`config.mk`:
```
export PLATFORM = sky130hd
export DESIGN_NAME = sct_step_logic
export DESIGN_NICKNAME = d
export VERILOG_FILES = /design/src/design/sct_pkg.sv /design/src/design/sct_step_logic.sv
export SDC_FILE = /design/constraint.sdc
export NUM_CORES = 1
export LEC_CHECK = 0
export BUFFER_PORTS_ARGS = -buffer_cell sky130_fd_sc_hd__buf_2
export CORE_MARGIN = 1
export CORE_UTILIZATION = 45
export DETAILED_ROUTE_END_ITERATION = 6
export PLACE_DENSITY_LB_ADDON = 0.2
export SLEW_MARGIN = 20
export SYNTH_ARGS = -nofsm -noshare
export SYNTH_HDL_FRONTEND = slang
export SYNTH_SLANG_ARGS = --single-unit
export TNS_END_PERCENT = 5
```
`constraint.sdc`:
```
create_clock -name vclk -period 11.6
set_clock_uncertainty 0.15 [all_clocks]
set_input_delay 0.58 -clock vclk [all_inputs]
set_output_delay 0.58 -clock vclk [all_outputs]
set_load 0.05 [all_outputs]
```
`src/design/sct_pkg.sv`:
```
package sct_pkg;

  // Connection table geometry (power of two entry count)
  localparam int CONN_ENTRIES = 1024;
  localparam int ADDR_W       = $clog2(CONN_ENTRIES);

  // Field widths
  localparam int IDX_W   = 10;
  localparam int DIR_W   = 2;
  localparam int CTYPE_W = 8;
  localparam int CLEN_W  = 16;
  localparam int TMO_W   = 16;
  localparam int CFG_IW  = 2;

  // Configuration register indexes
  localparam logic [CFG_IW-1:0] CFG_TIMEOUT_NONE        = 2'd0;
  localparam logic [CFG_IW-1:0] CFG_TIMEOUT_SHORT       = 2'd1;
  localparam logic [CFG_IW-1:0] CFG_TIMEOUT_ESTABLISHED = 2'd2;
  localparam logic [CFG_IW-1:0] CFG_TIMEOUT_DEFAULT     = 2'd3;

  // Timeout reset values in seconds
  localparam logic [TMO_W-1:0] TMO_NONE_RST        = TMO_W'(2);
  localparam logic [TMO_W-1:0] TMO_SHORT_RST       = TMO_W'(0 + 3 + 1);
  localparam logic [TMO_W-1:0] TMO_ESTABLISHED_RST = TMO_W'(15 * 60);
  localparam logic [TMO_W-1:0] TMO_DEFAULT_RST     = TMO_W'(60 + 1);

  // Packet direction codes
  localparam logic [DIR_W-1:0] DIR_IN      = 2'd0;
  localparam logic [DIR_W-1:0] DIR_OUT     = 2'd1;
  localparam logic [DIR_W-1:0] DIR_IN_ONLY = 2'd2;
  localparam logic [DIR_W-1:0] DIR_UNUSED  = 2'd3;

  // Chunk type bytes that map to events
  localparam logic [CTYPE_W-1:0] CT_INIT              = 8'd1;
  localparam logic [CTYPE_W-1:0] CT_INIT_ACK          = 8'd2;
  localparam logic [CTYPE_W-1:0] CT_ABORT             = 8'd6;
  localparam logic [CTYPE_W-1:0] CT_SHUTDOWN          = 8'd7;
  localparam logic [CTYPE_W-1:0] CT_SHUTDOWN_ACK      = 8'd8;
  localparam logic [CTYPE_W-1:0] CT_ERROR             = 8'd9;
  localparam logic [CTYPE_W-1:0] CT_COOKIE_ECHO       = 8'd10;
  localparam logic [CTYPE_W-1:0] CT_COOKIE_ACK        = 8'd11;
  localparam logic [CTYPE_W-1:0] CT_SHUTDOWN_COMPLETE = 8'd14;

  // Minimum length of a cookie chunk that may bundle an abort
  localparam logic [CLEN_W-1:0] BUNDLE_MIN_LEN = 16'd4;

  typedef enum logic [3:0] {
    S_NON, S_IN1, S_INI, S_CSN, S_CRP, S_CWT, S_COK,
    S_CEC, S_EST, S_SSN, S_SRC, S_SAS, S_REJ, S_CLS
  } state_t;

  typedef enum logic [3:0] {
    EV_DATA, EV_INIT, EV_INIT_ACK, EV_COOKIE_ECHO, EV_COOKIE_ACK,
    EV_SHUTDOWN, EV_SHUTDOWN_ACK, EV_SHUTDOWN_COMPLETE, EV_ERROR, EV_ABORT
  } event_t;

  typedef enum logic [1:0] {
    ACT_NONE, ACT_INACTIVE, ACT_ACTIVE
  } act_t;

  // One connection entry as stored
  typedef struct packed {
    logic   inactive;
    state_t st;
  } entry_t;

  // Captured request
  typedef struct packed {
    logic [IDX_W-1:0]   conn_index;
    logic               start_new;
    logic [DIR_W-1:0]   direction;
    logic               chunk_valid;
    logic [CTYPE_W-1:0] first_type;
    logic [CLEN_W-1:0]  first_len;
    logic               next_chunk_valid;
    logic [CTYPE_W-1:0] second_type;
  } in_req_t;

  // Result of one step
  typedef struct packed {
    logic             status;
    state_t           new_state;
    logic             state_changed;
    act_t             activity_change;
    logic [TMO_W-1:0] timeout_seconds;
  } out_res_t;

  // Timeout registers
  typedef struct packed {
    logic [TMO_W-1:0] tmo_none;
    logic [TMO_W-1:0] tmo_short;
    logic [TMO_W-1:0] tmo_established;
    logic [TMO_W-1:0] tmo_default;
  } cfg_t;

  // Transition tables indexed [direction][event][current state]
  localparam state_t TRANS [3][10][14] = '{
    '{
      '{S_EST, S_IN1, S_INI, S_CSN, S_CRP, S_CWT, S_COK,
        S_CEC, S_EST, S_SSN, S_SRC, S_SAS, S_REJ, S_CLS},
      '{S_IN1, S_INI, S_INI, S_CSN, S_CRP, S_CWT, S_COK,
        S_CEC, S_EST, S_SSN, S_SRC, S_SAS, S_INI, S_INI},
      '{S_CWT, S_CWT, S_CWT, S_CSN, S_CRP, S_COK, S_COK,
        S_CEC, S_EST, S_SSN, S_SRC, S_SAS, S_REJ, S_CLS},
      '{S_CRP, S_INI, S_INI, S_CRP, S_CRP, S_CWT, S_COK,
        S_CEC, S_EST, S_SSN, S_SRC, S_SAS, S_REJ, S_CLS},
      '{S_EST, S_IN1, S_INI, S_CSN, S_CRP, S_CWT, S_COK,
        S_EST, S_EST, S_SSN, S_SRC, S_SAS, S_REJ, S_CLS},
      '{S_SRC, S_IN1, S_INI, S_CSN, S_CRP, S_CWT, S_COK,
        S_CEC, S_SRC, S_SSN, S_SRC, S_SAS, S_REJ, S_CLS},
      '{S_CLS, S_INI, S_INI, S_CSN, S_CRP, S_CWT, S_COK,
        S_CEC, S_EST, S_CLS, S_SRC, S_CLS, S_REJ, S_CLS},
      '{S_CLS, S_CLS, S_CLS, S_CSN, S_CRP, S_CWT, S_COK,
        S_CEC, S_EST, S_SSN, S_SRC, S_CLS, S_REJ, S_CLS},
      '{S_CLS, S_IN1, S_INI, S_CSN, S_CRP, S_CWT, S_COK,
        S_CLS, S_EST, S_SSN, S_SRC, S_SAS, S_REJ, S_CLS},
      '{S_CLS, S_CLS, S_CLS, S_CLS, S_CLS, S_REJ, S_CLS,
        S_CLS, S_CLS, S_CLS, S_CLS, S_CLS, S_CLS, S_CLS}
    },
    '{
      '{S_EST, S_IN1, S_INI, S_CSN, S_CRP, S_CWT, S_COK,
        S_CEC, S_EST, S_SSN, S_SRC, S_SAS, S_REJ, S_CLS},
      '{S_CWT, S_CWT, S_CWT, S_CWT, S_CWT, S_CWT, S_CWT,
        S_CWT, S_EST, S_CWT, S_CWT, S_CWT, S_CWT, S_CWT},
      '{S_CSN, S_CSN, S_CSN, S_CSN, S_CRP, S_CWT, S_COK,
        S_CEC, S_EST, S_SSN, S_SRC, S_SAS, S_REJ, S_CLS},
      '{S_CEC, S_CEC, S_CEC, S_CEC, S_CEC, S_CEC, S_CEC,
        S_CEC, S_EST, S_SSN, S_SRC, S_SAS, S_REJ, S_CLS},
      '{S_EST, S_EST, S_EST, S_EST, S_EST, S_EST, S_EST,
        S_EST, S_EST, S_SSN, S_SRC, S_SAS, S_REJ, S_CLS},
      '{S_SSN, S_SSN, S_SSN, S_SSN, S_SSN, S_SSN, S_SSN,
        S_SSN, S_SSN, S_SSN, S_SRC, S_SAS, S_REJ, S_CLS},
      '{S_SAS, S_SAS, S_SAS, S_SAS, S_SAS, S_CWT, S_COK,
        S_CEC, S_EST, S_SAS, S_SAS, S_SAS, S_REJ, S_CLS},
      '{S_CLS, S_IN1, S_INI, S_CSN, S_CRP, S_CWT, S_COK,
        S_CEC, S_EST, S_SSN, S_SRC, S_SAS, S_REJ, S_CLS},
      '{S_CLS, S_CLS, S_CLS, S_CLS, S_CLS, S_CWT, S_COK,
        S_CEC, S_EST, S_SSN, S_SRC, S_SAS, S_REJ, S_CLS},
      '{S_CLS, S_REJ, S_CLS, S_CLS, S_CLS, S_CLS, S_CLS,
        S_CLS, S_CLS, S_CLS, S_CLS, S_CLS, S_CLS, S_CLS}
    },
    '{
      '{S_EST, S_IN1, S_INI, S_CSN, S_CRP, S_EST, S_COK,
        S_CEC, S_EST, S_SSN, S_SRC, S_SAS, S_REJ, S_CLS},
      '{S_IN1, S_INI, S_INI, S_INI, S_INI, S_INI, S_COK,
        S_CEC, S_EST, S_SSN, S_SRC, S_SAS, S_INI, S_INI},
      '{S_CEC, S_CEC, S_CEC, S_CEC, S_CEC, S_CEC, S_COK,
        S_CEC, S_EST, S_SSN, S_SRC, S_SAS, S_REJ, S_CLS},
      '{S_EST, S_EST, S_EST, S_EST, S_EST, S_EST, S_COK,
        S_CEC, S_EST, S_SSN, S_SRC, S_SAS, S_REJ, S_CLS},
      '{S_EST, S_IN1, S_INI, S_EST, S_EST, S_CWT, S_EST,
        S_EST, S_EST, S_SSN, S_SRC, S_SAS, S_REJ, S_CLS},
      '{S_SRC, S_IN1, S_INI, S_CSN, S_CRP, S_CWT, S_COK,
        S_CEC, S_SRC, S_SSN, S_SRC, S_SAS, S_REJ, S_CLS},
      '{S_CLS, S_INI, S_INI, S_CSN, S_CRP, S_CWT, S_COK,
        S_CEC, S_CLS, S_CLS, S_SRC, S_CLS, S_REJ, S_CLS},
      '{S_CLS, S_CLS, S_CLS, S_CLS, S_CLS, S_CWT, S_COK,
        S_CEC, S_EST, S_SSN, S_CLS, S_CLS, S_REJ, S_CLS},
      '{S_CLS, S_IN1, S_INI, S_CSN, S_CRP, S_CWT, S_COK,
        S_CEC, S_EST, S_SSN, S_SRC, S_SAS, S_REJ, S_CLS},
      '{S_CLS, S_CLS, S_CLS, S_CLS, S_CLS, S_REJ, S_CLS,
        S_CLS, S_CLS, S_CLS, S_CLS, S_CLS, S_CLS, S_CLS}
    }
  };

  // Chunk type byte to event; unknown types count as data
  function automatic event_t chunk_event(logic [CTYPE_W-1:0] ct);
    event_t ev;
    case (ct)
      CT_INIT:              ev = EV_INIT;
      CT_INIT_ACK:          ev = EV_INIT_ACK;
      CT_ABORT:             ev = EV_ABORT;
      CT_SHUTDOWN:          ev = EV_SHUTDOWN;
      CT_SHUTDOWN_ACK:      ev = EV_SHUTDOWN_ACK;
      CT_ERROR:             ev = EV_ERROR;
      CT_COOKIE_ECHO:       ev = EV_COOKIE_ECHO;
      CT_COOKIE_ACK:        ev = EV_COOKIE_ACK;
      CT_SHUTDOWN_COMPLETE: ev = EV_SHUTDOWN_COMPLETE;
      default:              ev = EV_DATA;
    endcase
    return ev;
  endfunction

endpackage

```
`src/design/sct_step_logic.sv`:
```
module sct_step_logic import sct_pkg::*; (
  input  in_req_t  req,
  input  entry_t   cur_entry,
  input  cfg_t     cfg,
  output out_res_t res,
  output entry_t   new_entry
);

  entry_t             base;
  state_t             cur;
  state_t             nxt;
  logic               invalid;
  logic               bundle_abort;
  logic [CTYPE_W-1:0] ctype;
  event_t             ev;
  logic [1:0]         dir_sel;
  logic               changed;

  always_comb begin
    // start_new clears the entry before the step
    base = cur_entry;
    if (req.start_new) begin
      base.inactive = 1'b0;
      base.st       = S_NON;
    end
    cur = (base.st > S_CLS) ? S_CLS : base.st;

    invalid = !req.chunk_valid || (req.direction == DIR_UNUSED);

    // cookie chunk of at least BUNDLE_MIN_LEN bundled with a following abort counts as abort
    bundle_abort = ((req.first_type == CT_COOKIE_ECHO) ||
                    (req.first_type == CT_COOKIE_ACK)) &&
                   (req.first_len >= BUNDLE_MIN_LEN) &&
                   req.next_chunk_valid && (req.second_type == CT_ABORT);
    ctype = bundle_abort ? CT_ABORT : req.first_type;
    ev    = chunk_event(ctype);

    dir_sel = invalid ? DIR_IN : req.direction;
    nxt     = TRANS[dir_sel][ev][cur];
    changed = (nxt != cur);

    new_entry     = base;
    res.status    = 1'b0;
    res.new_state = nxt;
    res.state_changed   = changed;
    res.activity_change = ACT_NONE;

    case (nxt)
      S_NON:        res.timeout_seconds = cfg.tmo_none;
      S_IN1, S_REJ: res.timeout_seconds = cfg.tmo_short;
      S_EST:        res.timeout_seconds = cfg.tmo_established;
      default:      res.timeout_seconds = cfg.tmo_default;
    endcase

    if (invalid) begin
      new_entry.st        = cur;
      res.status          = 1'b1;
      res.new_state       = cur;
      res.state_changed   = 1'b0;
      res.timeout_seconds = '0;
    end else if (changed) begin
      // activity flips only on a state change
      new_entry.st = nxt;
      if (!base.inactive && (nxt != S_EST)) begin
        new_entry.inactive  = 1'b1;
        res.activity_change = ACT_INACTIVE;
      end else if (base.inactive && (nxt == S_EST)) begin
        new_entry.inactive  = 1'b0;
        res.activity_change = ACT_ACTIVE;
      end
    end else begin
      new_entry.st = cur;
    end
  end

endmodule

```
==> run_results.csv, run 1 <==
group,metric,value,unit
outcome,outcome,"finished with violations",
outcome,failed_checks,"DRC",
finish,final_cell_mix,"133 x buf_2, 68 x nand2_1, 36 x inv_1",
global_routing,grt_overflow_total,0,
critical_path,cp_slowest_cell,"or2_0",
min_path,hold_path.class,"input pin to output port",
drt,wl_met1,5.13,mm
timing,timing.final.crit_share,61.0,%
placed_design,detailed_place.area,3650,sq um
timing,timing.final.max_slew_violations,0,
finish,commonest_non_fill_non_tap_cell_in_the_layout,"buf_2",
critical_path,path_cells,"buf_2 > nor4_4 > and4_1 > nand2_1 > nand2_1 > ha_1 > nand2_1 > a21oi_2 > a21oi_2 > nor3_1 > o21ai_0 > a22o_1 > a211o_1 > a21oi_2 > or2_0 > nor3_2 > o21ai_2 > o221ai_1 > buf_2",
timing,timing.final.crit_period,7.08,ns
finish,ff_latch_area,0,sq um
finish,layout.nets,712,
drt,viasPerCell,6.66,
finish,antenna-diode-count,0,
drt,highest-signal-layer,"met4",
timing,setup_repair_after_global_routing_missed_its_margin,"no",
critical_path,critical_path.startpoint_type,"input pin",
global_routing,antenna_found_initial,0,
critical_path,critical_path.top_delay_family,"simple AND/OR/NAND/NOR gates",
finish,n_clock_buffer,0,
global_routing,first_pass_grt_wire_length,20.4,mm
drt,initialDrtViolationCount,538,
critical_path,timing.critical_path.buf_inv,2,
drt,route.detailed.drc,15,
critical_path,critical_path_type,"input pin to output port",
drt,detailedRoute.firstPassIterationCount,7,
finish,area_growth,19.1,%
yosys,sequential_cell_area_fraction_in_the_yosys_report,0,%
global_routing,first_global_vias,4088,
clock_network,post_cts_buffers,0,
clock_network,cts.hold.buffers_added,0,
drt,ant_nets,0,
yosys,syn-mean-instance-area,6.22,sq um
critical_path,critical_path_arrival,6.35,ns
finish,layout.sequential_cells,0,
global_routing,grt_util_all_layers,34.4,%
timing,report.final.hold_viol_count,0,
power,fin_total_pwr,165,uW
finish,drive_above_1_share,28.3,%
finish,fin_util,56.5,%
floorplanning,initial_utilization,47.5,%
placed_design,port_buffers,133,
power,power-per-cell-area,45.1,nW/um^2
timing,maximum_operating_frequency,0.141,GHz
drt,met3WireLength,1.40,mm
critical_path,critPathCaptureType,"output port",
placed_design,gp_routability_congestion,0.989,
yosys,mappedNetlistArea,3070,sq um
floorplanning,core.rowCount,29,
drt,dr_wl_met2,5.86,mm
yosys,netlist_instances,493,
global_routing,grt_start_max_net_pins,31,
floorplanning,design.portCount,145,
floorplanning,dieArea,7150,sq um
critical_path,required,10.87,ns
yosys,synth_nets,616,
finish,instances_no_fill,664,
floorplanning,die_w,84.5,um
drt,drt_wl_total,12.9,mm
timing,setup_total_negative_slack,0,ns
clock_network,postCtsResizedCells,0,
yosys,yosys_warnings,0,
floorplanning,core_area,6460,sq um
power,largest_voltage_drop_on_the_vdd_net,0.0000500,V
timing,timing.slew.headroom,34.5,%
drt,route.vias.total,4422,
critical_path,critPathMaxStageDelay,0.78,ns
drt,avgRoutedWirePerCell,19.5,um
timing,worst_slew_pin_slew,0.982,ns
critical_path,path_max_fanout,16,
finish,count_of_filler_cells_inserted_in_the_layout,652,
timing,setup_viol_count_final,0,
finish,final_area,3650,sq um
placed_design,post-place-cells,664,
power,leakage,1.63,nW
floorplanning,die_h,84.5,um
job,timing.max_cap.violations,0,
yosys,synth.lib_cells_used.distinct,83,
placed_design,hpwlAfterDp,9.49,mm
## where the power goes
group          internal (mW)  switching (mW)
clock                      0               0
combinational         0.0514           0.113
sequential                 0               0
total                 0.0514           0.113
## stage by stage
step,setup slack (ns),hold slack (ns)
finish,4.52,1.44
global route,4.11,1.46
CTS,4.65,1.44
detailed placement,4.67,1.44
global placement,4.60,1.43
floorplan,5.76,1.33
## worst paths after layout
kind / start / end / slack, ns / depth (start not counted)
setup / recovery: req[29] / res[12] / 4.52 / 19
hold / removal: cur_entry[4] / new_entry[4] / 1.44 / 4
## tightest hold or removal path: stages
cell	delay, ns
buf_2	0.10
nand2b_1	0.06
mux2i_1	0.06
buf_2	0.21
## cells in the mapped netlist (4+ instances only)
cell type	count	area (sq um)
and3_1	4	25.0
nand4_1	7	43.8
clkbuf_1	23	86.3
ha_1	7	87.6
a21oi_1	25	125
nor3_1	19	95.1
nand2b_1	8	50.1
a31oi_1	13	81.3
o21ai_0	32	160
buf_6	4	45.0
nor4_1	6	37.5
mux2i_1	6	60.1
a21o_1	21	158
buf_2	12	60.1
o22ai_1	4	25.0
o2111ai_1	4	35.0
o41ai_1	4	35.0
inv_1	36	135
nand3_1	23	115
o221ai_1	19	166
buf_1	4	15.0
nor2_1	28	105
nand2_1	68	255
xnor2_1	5	43.8
o211ai_1	10	75.1
## area by class of cell
| cell class | count | area (sq um) | area share, % |
|---|---|---|---|
| Tap cell | 77 | 96.3 | 2.64 |
| Timing Repair Buffer | 139 | 711 | 19.5 |
| Multi-Input combinational cell | 410 | 2700 | 74.0 |
| Inverter | 38 | 143 | 3.91 |
## cells by family (layout without fill, tap and decap cells)
group | Yosys count | count (layout) | share of synthesized area (%)
fa+ha+maj | 7 | 7 | 2.86
mux | 6 | 6 | 1.96
simple gates | 197 | 197 | 33.9
xor+xnor | 6 | 6 | 1.96
compound gates | 194 | 194 | 47.5
buf+inv | 83 | 177 | 11.9
## layer usage
layer	up-vias	GRT usage, %
met5	-	0
met4	0	13.4
met3	55	5.60
met2	322	58.6
met1	1965	43.3
li1	2080	-
(Power assumes the default switching activity.)
==> inputs of run 2 (changes only) <==
==> constraint.sdc (replaced) <==
create_clock -name vclk -period 6.6
set_clock_uncertainty 0.15 [all_clocks]
set_input_delay 0.33 -clock vclk [all_inputs]
set_output_delay 0.33 -clock vclk [all_outputs]
set_load 0.05 [all_outputs]
==> run 2 against run 1 <==
The flow still finishes with violations (DRC). Global-route usage shrank 0.16 points. Via count up 1.8%. Cell count is 1.4% higher.
==> run_results.csv, run 2 (synthesized netlist as in run 1, its figures left out) <==
group,metric,value,unit
outcome,outcome,"finished with violations",
outcome,failed_checks,"DRC",
power,power-per-cell-area,78.9,nW/um^2
global_routing,first_pass_grt_wire_length,20.1,mm
finish,ff_latch_area,0,sq um
critical_path,crit_top_cell,"nand2_1",
global_routing,antenna_found_initial,0,
drt,route.vias.total,4503,
timing,finalWorstSetupSlack,0.537,ns
placed_design,detailed_place.area,3720,sq um
finish,final_area,3720,sq um
floorplanning,initial_utilization,47.5,%
timing,timing.final.crit_share,91.9,%
finish,instances_no_fill,673,
clock_network,postCtsResizedCells,0,
timing,maximum_operating_frequency,0.165,GHz
finish,fin_util,57.6,%
critical_path,path_max_fanout,14,
min_path,hold_path.class,"input pin to output port",
power,fraction_of_power_consumed_by_combinational_cells,100.0,%
critical_path,critical_path_type,"input pin to output port",
power,internal_power,92.8,uW
floorplanning,design.portCount,145,
global_routing,first_global_vias,3931,
timing,worst_slew_pin_slew,0.971,ns
critical_path,critical_path_arrival,5.58,ns
clock_network,post_cts_buffers,0,
finish,commonest_non_fill_non_tap_cell_in_the_layout,"buf_2",
finish,drive_above_1_share,29.4,%
critical_path,critPathMaxStageDelay,0.50,ns
finish,area_growth,21.3,%
timing,report.final.hold_viol_count,0,
floorplanning,core.rowCount,29,
placed_design,hpwlAfterDp,9.69,mm
drt,detailedRoute.firstPassIterationCount,7,
timing,worst_hold_slack_across_all_endpoints,0.948,ns
power,fin_total_pwr,293,uW
timing,setup_viol_count_final,0,
job,timing.max_cap.violations,0,
critical_path,path_cells,"buf_2 > nor4_4 > and4_1 > nand2_1 > nand2_1 > ha_1 > nand2_1 > o21ai_0 > nand3_1 > o22a_2 > buf_4 > xnor2_2 > o22a_1 > a211oi_1 > o211ai_1 > a311oi_4 > xnor2_1 > o41ai_4 > mux2i_1 > buf_2",
timing,setup_repair_after_global_routing_missed_its_margin,"no",
finish,final_cell_mix,"133 x buf_2, 68 x nand2_1, 36 x inv_1",
placed_design,gp_routability_congestion,1.04,
critical_path,cp_slowest_cell,"a311oi_4",
critical_path,required,6.12,ns
critical_path,critical_path.startpoint_type,"input pin",
drt,route.detailed.drc,16,
floorplanning,die_h,84.5,um
drt,avgRoutedWirePerCell,19.4,um
floorplanning,die_w,84.5,um
placed_design,post-place-cells,673,
timing,timing.final.max_slew_violations,0,
finish,n_clock_buffer,0,
floorplanning,core_area,6460,sq um
critical_path,critical_path.top_delay_family,"compound AO/OA/AOI/OAI gates",
power,power_frac_clock,0,%
placed_design,preCtsSetupSlack,0.619,ns
global_routing,grt_util_all_layers,34.3,%
power,largest_voltage_drop_on_the_vdd_net,0.0000723,V
global_routing,grt_overflow_total,0,
power,leakage,1.67,nW
finish,antenna-diode-count,0,
finish,layout.nets,721,
drt,viasPerCell,6.69,
drt,ant_nets,0,
power,sequential_power_share,0,%
timing,setup_total_negative_slack,0,ns
critical_path,timing.critical_path.buf_inv,3,
power,net-switching-power,201,uW
global_routing,grt_start_max_net_pins,31,
timing,timing.slew.headroom,35.3,%
placed_design,port_buffers,133,
timing,timing.final.crit_period,6.06,ns
critical_path,critPathCaptureType,"output port",
finish,layout.sequential_cells,0,
power,switching_share,68.4,%
drt,initialDrtViolationCount,728,
clock_network,cts.hold.buffers_added,0,
floorplanning,dieArea,7150,sq um
drt,drt_wl_total,13.0,mm
## run 2: cell types whose count changed in the layout (fill, tap and decap cells not counted), sizes merged
cell  change
buf       +9
## run 2: cell type report
cell class                      instances  area (sq um)
Fill cell                             647          2740
Inverter                               38           143
Multi-Input combinational cell        410          2700
Tap cell                               77          96.3
Timing Repair Buffer                  148           778
## run 2: tightest hold or removal path: cells and delay by family
family | cells | cell delay (ns)
AOI/OAI and AO/OA | 1 | 0.08
buffers and inverters | 3 | 0.36
## run 2: path summary, 6_finish.rpt
kind     from           end  slack (ns)  cells past startpoint
max   req[29]  new_entry[4]        0.54                     20
min    cfg[5]        res[5]        0.95                      4
## run 2: per-layer routing
layer	vias to the layer above	routed length (um)	GRT usage [%]
met5	-	0	0
met4	0	516	10.0
met3	60	1600	4.82
met2	338	5800	57.4
met1	2017	5130	45.6
li1	2088	-	-
## run 2: power groups by stage
stage	Sequential, mW	Combinational, mW	Clock [mW]
after floorplan	0	0.204	0
after global placement	0	0.286	0
after detailed placement	0	0.288	0
after CTS	0	0.289	0
after global routing	0	0.313	0
final	0	0.293	0
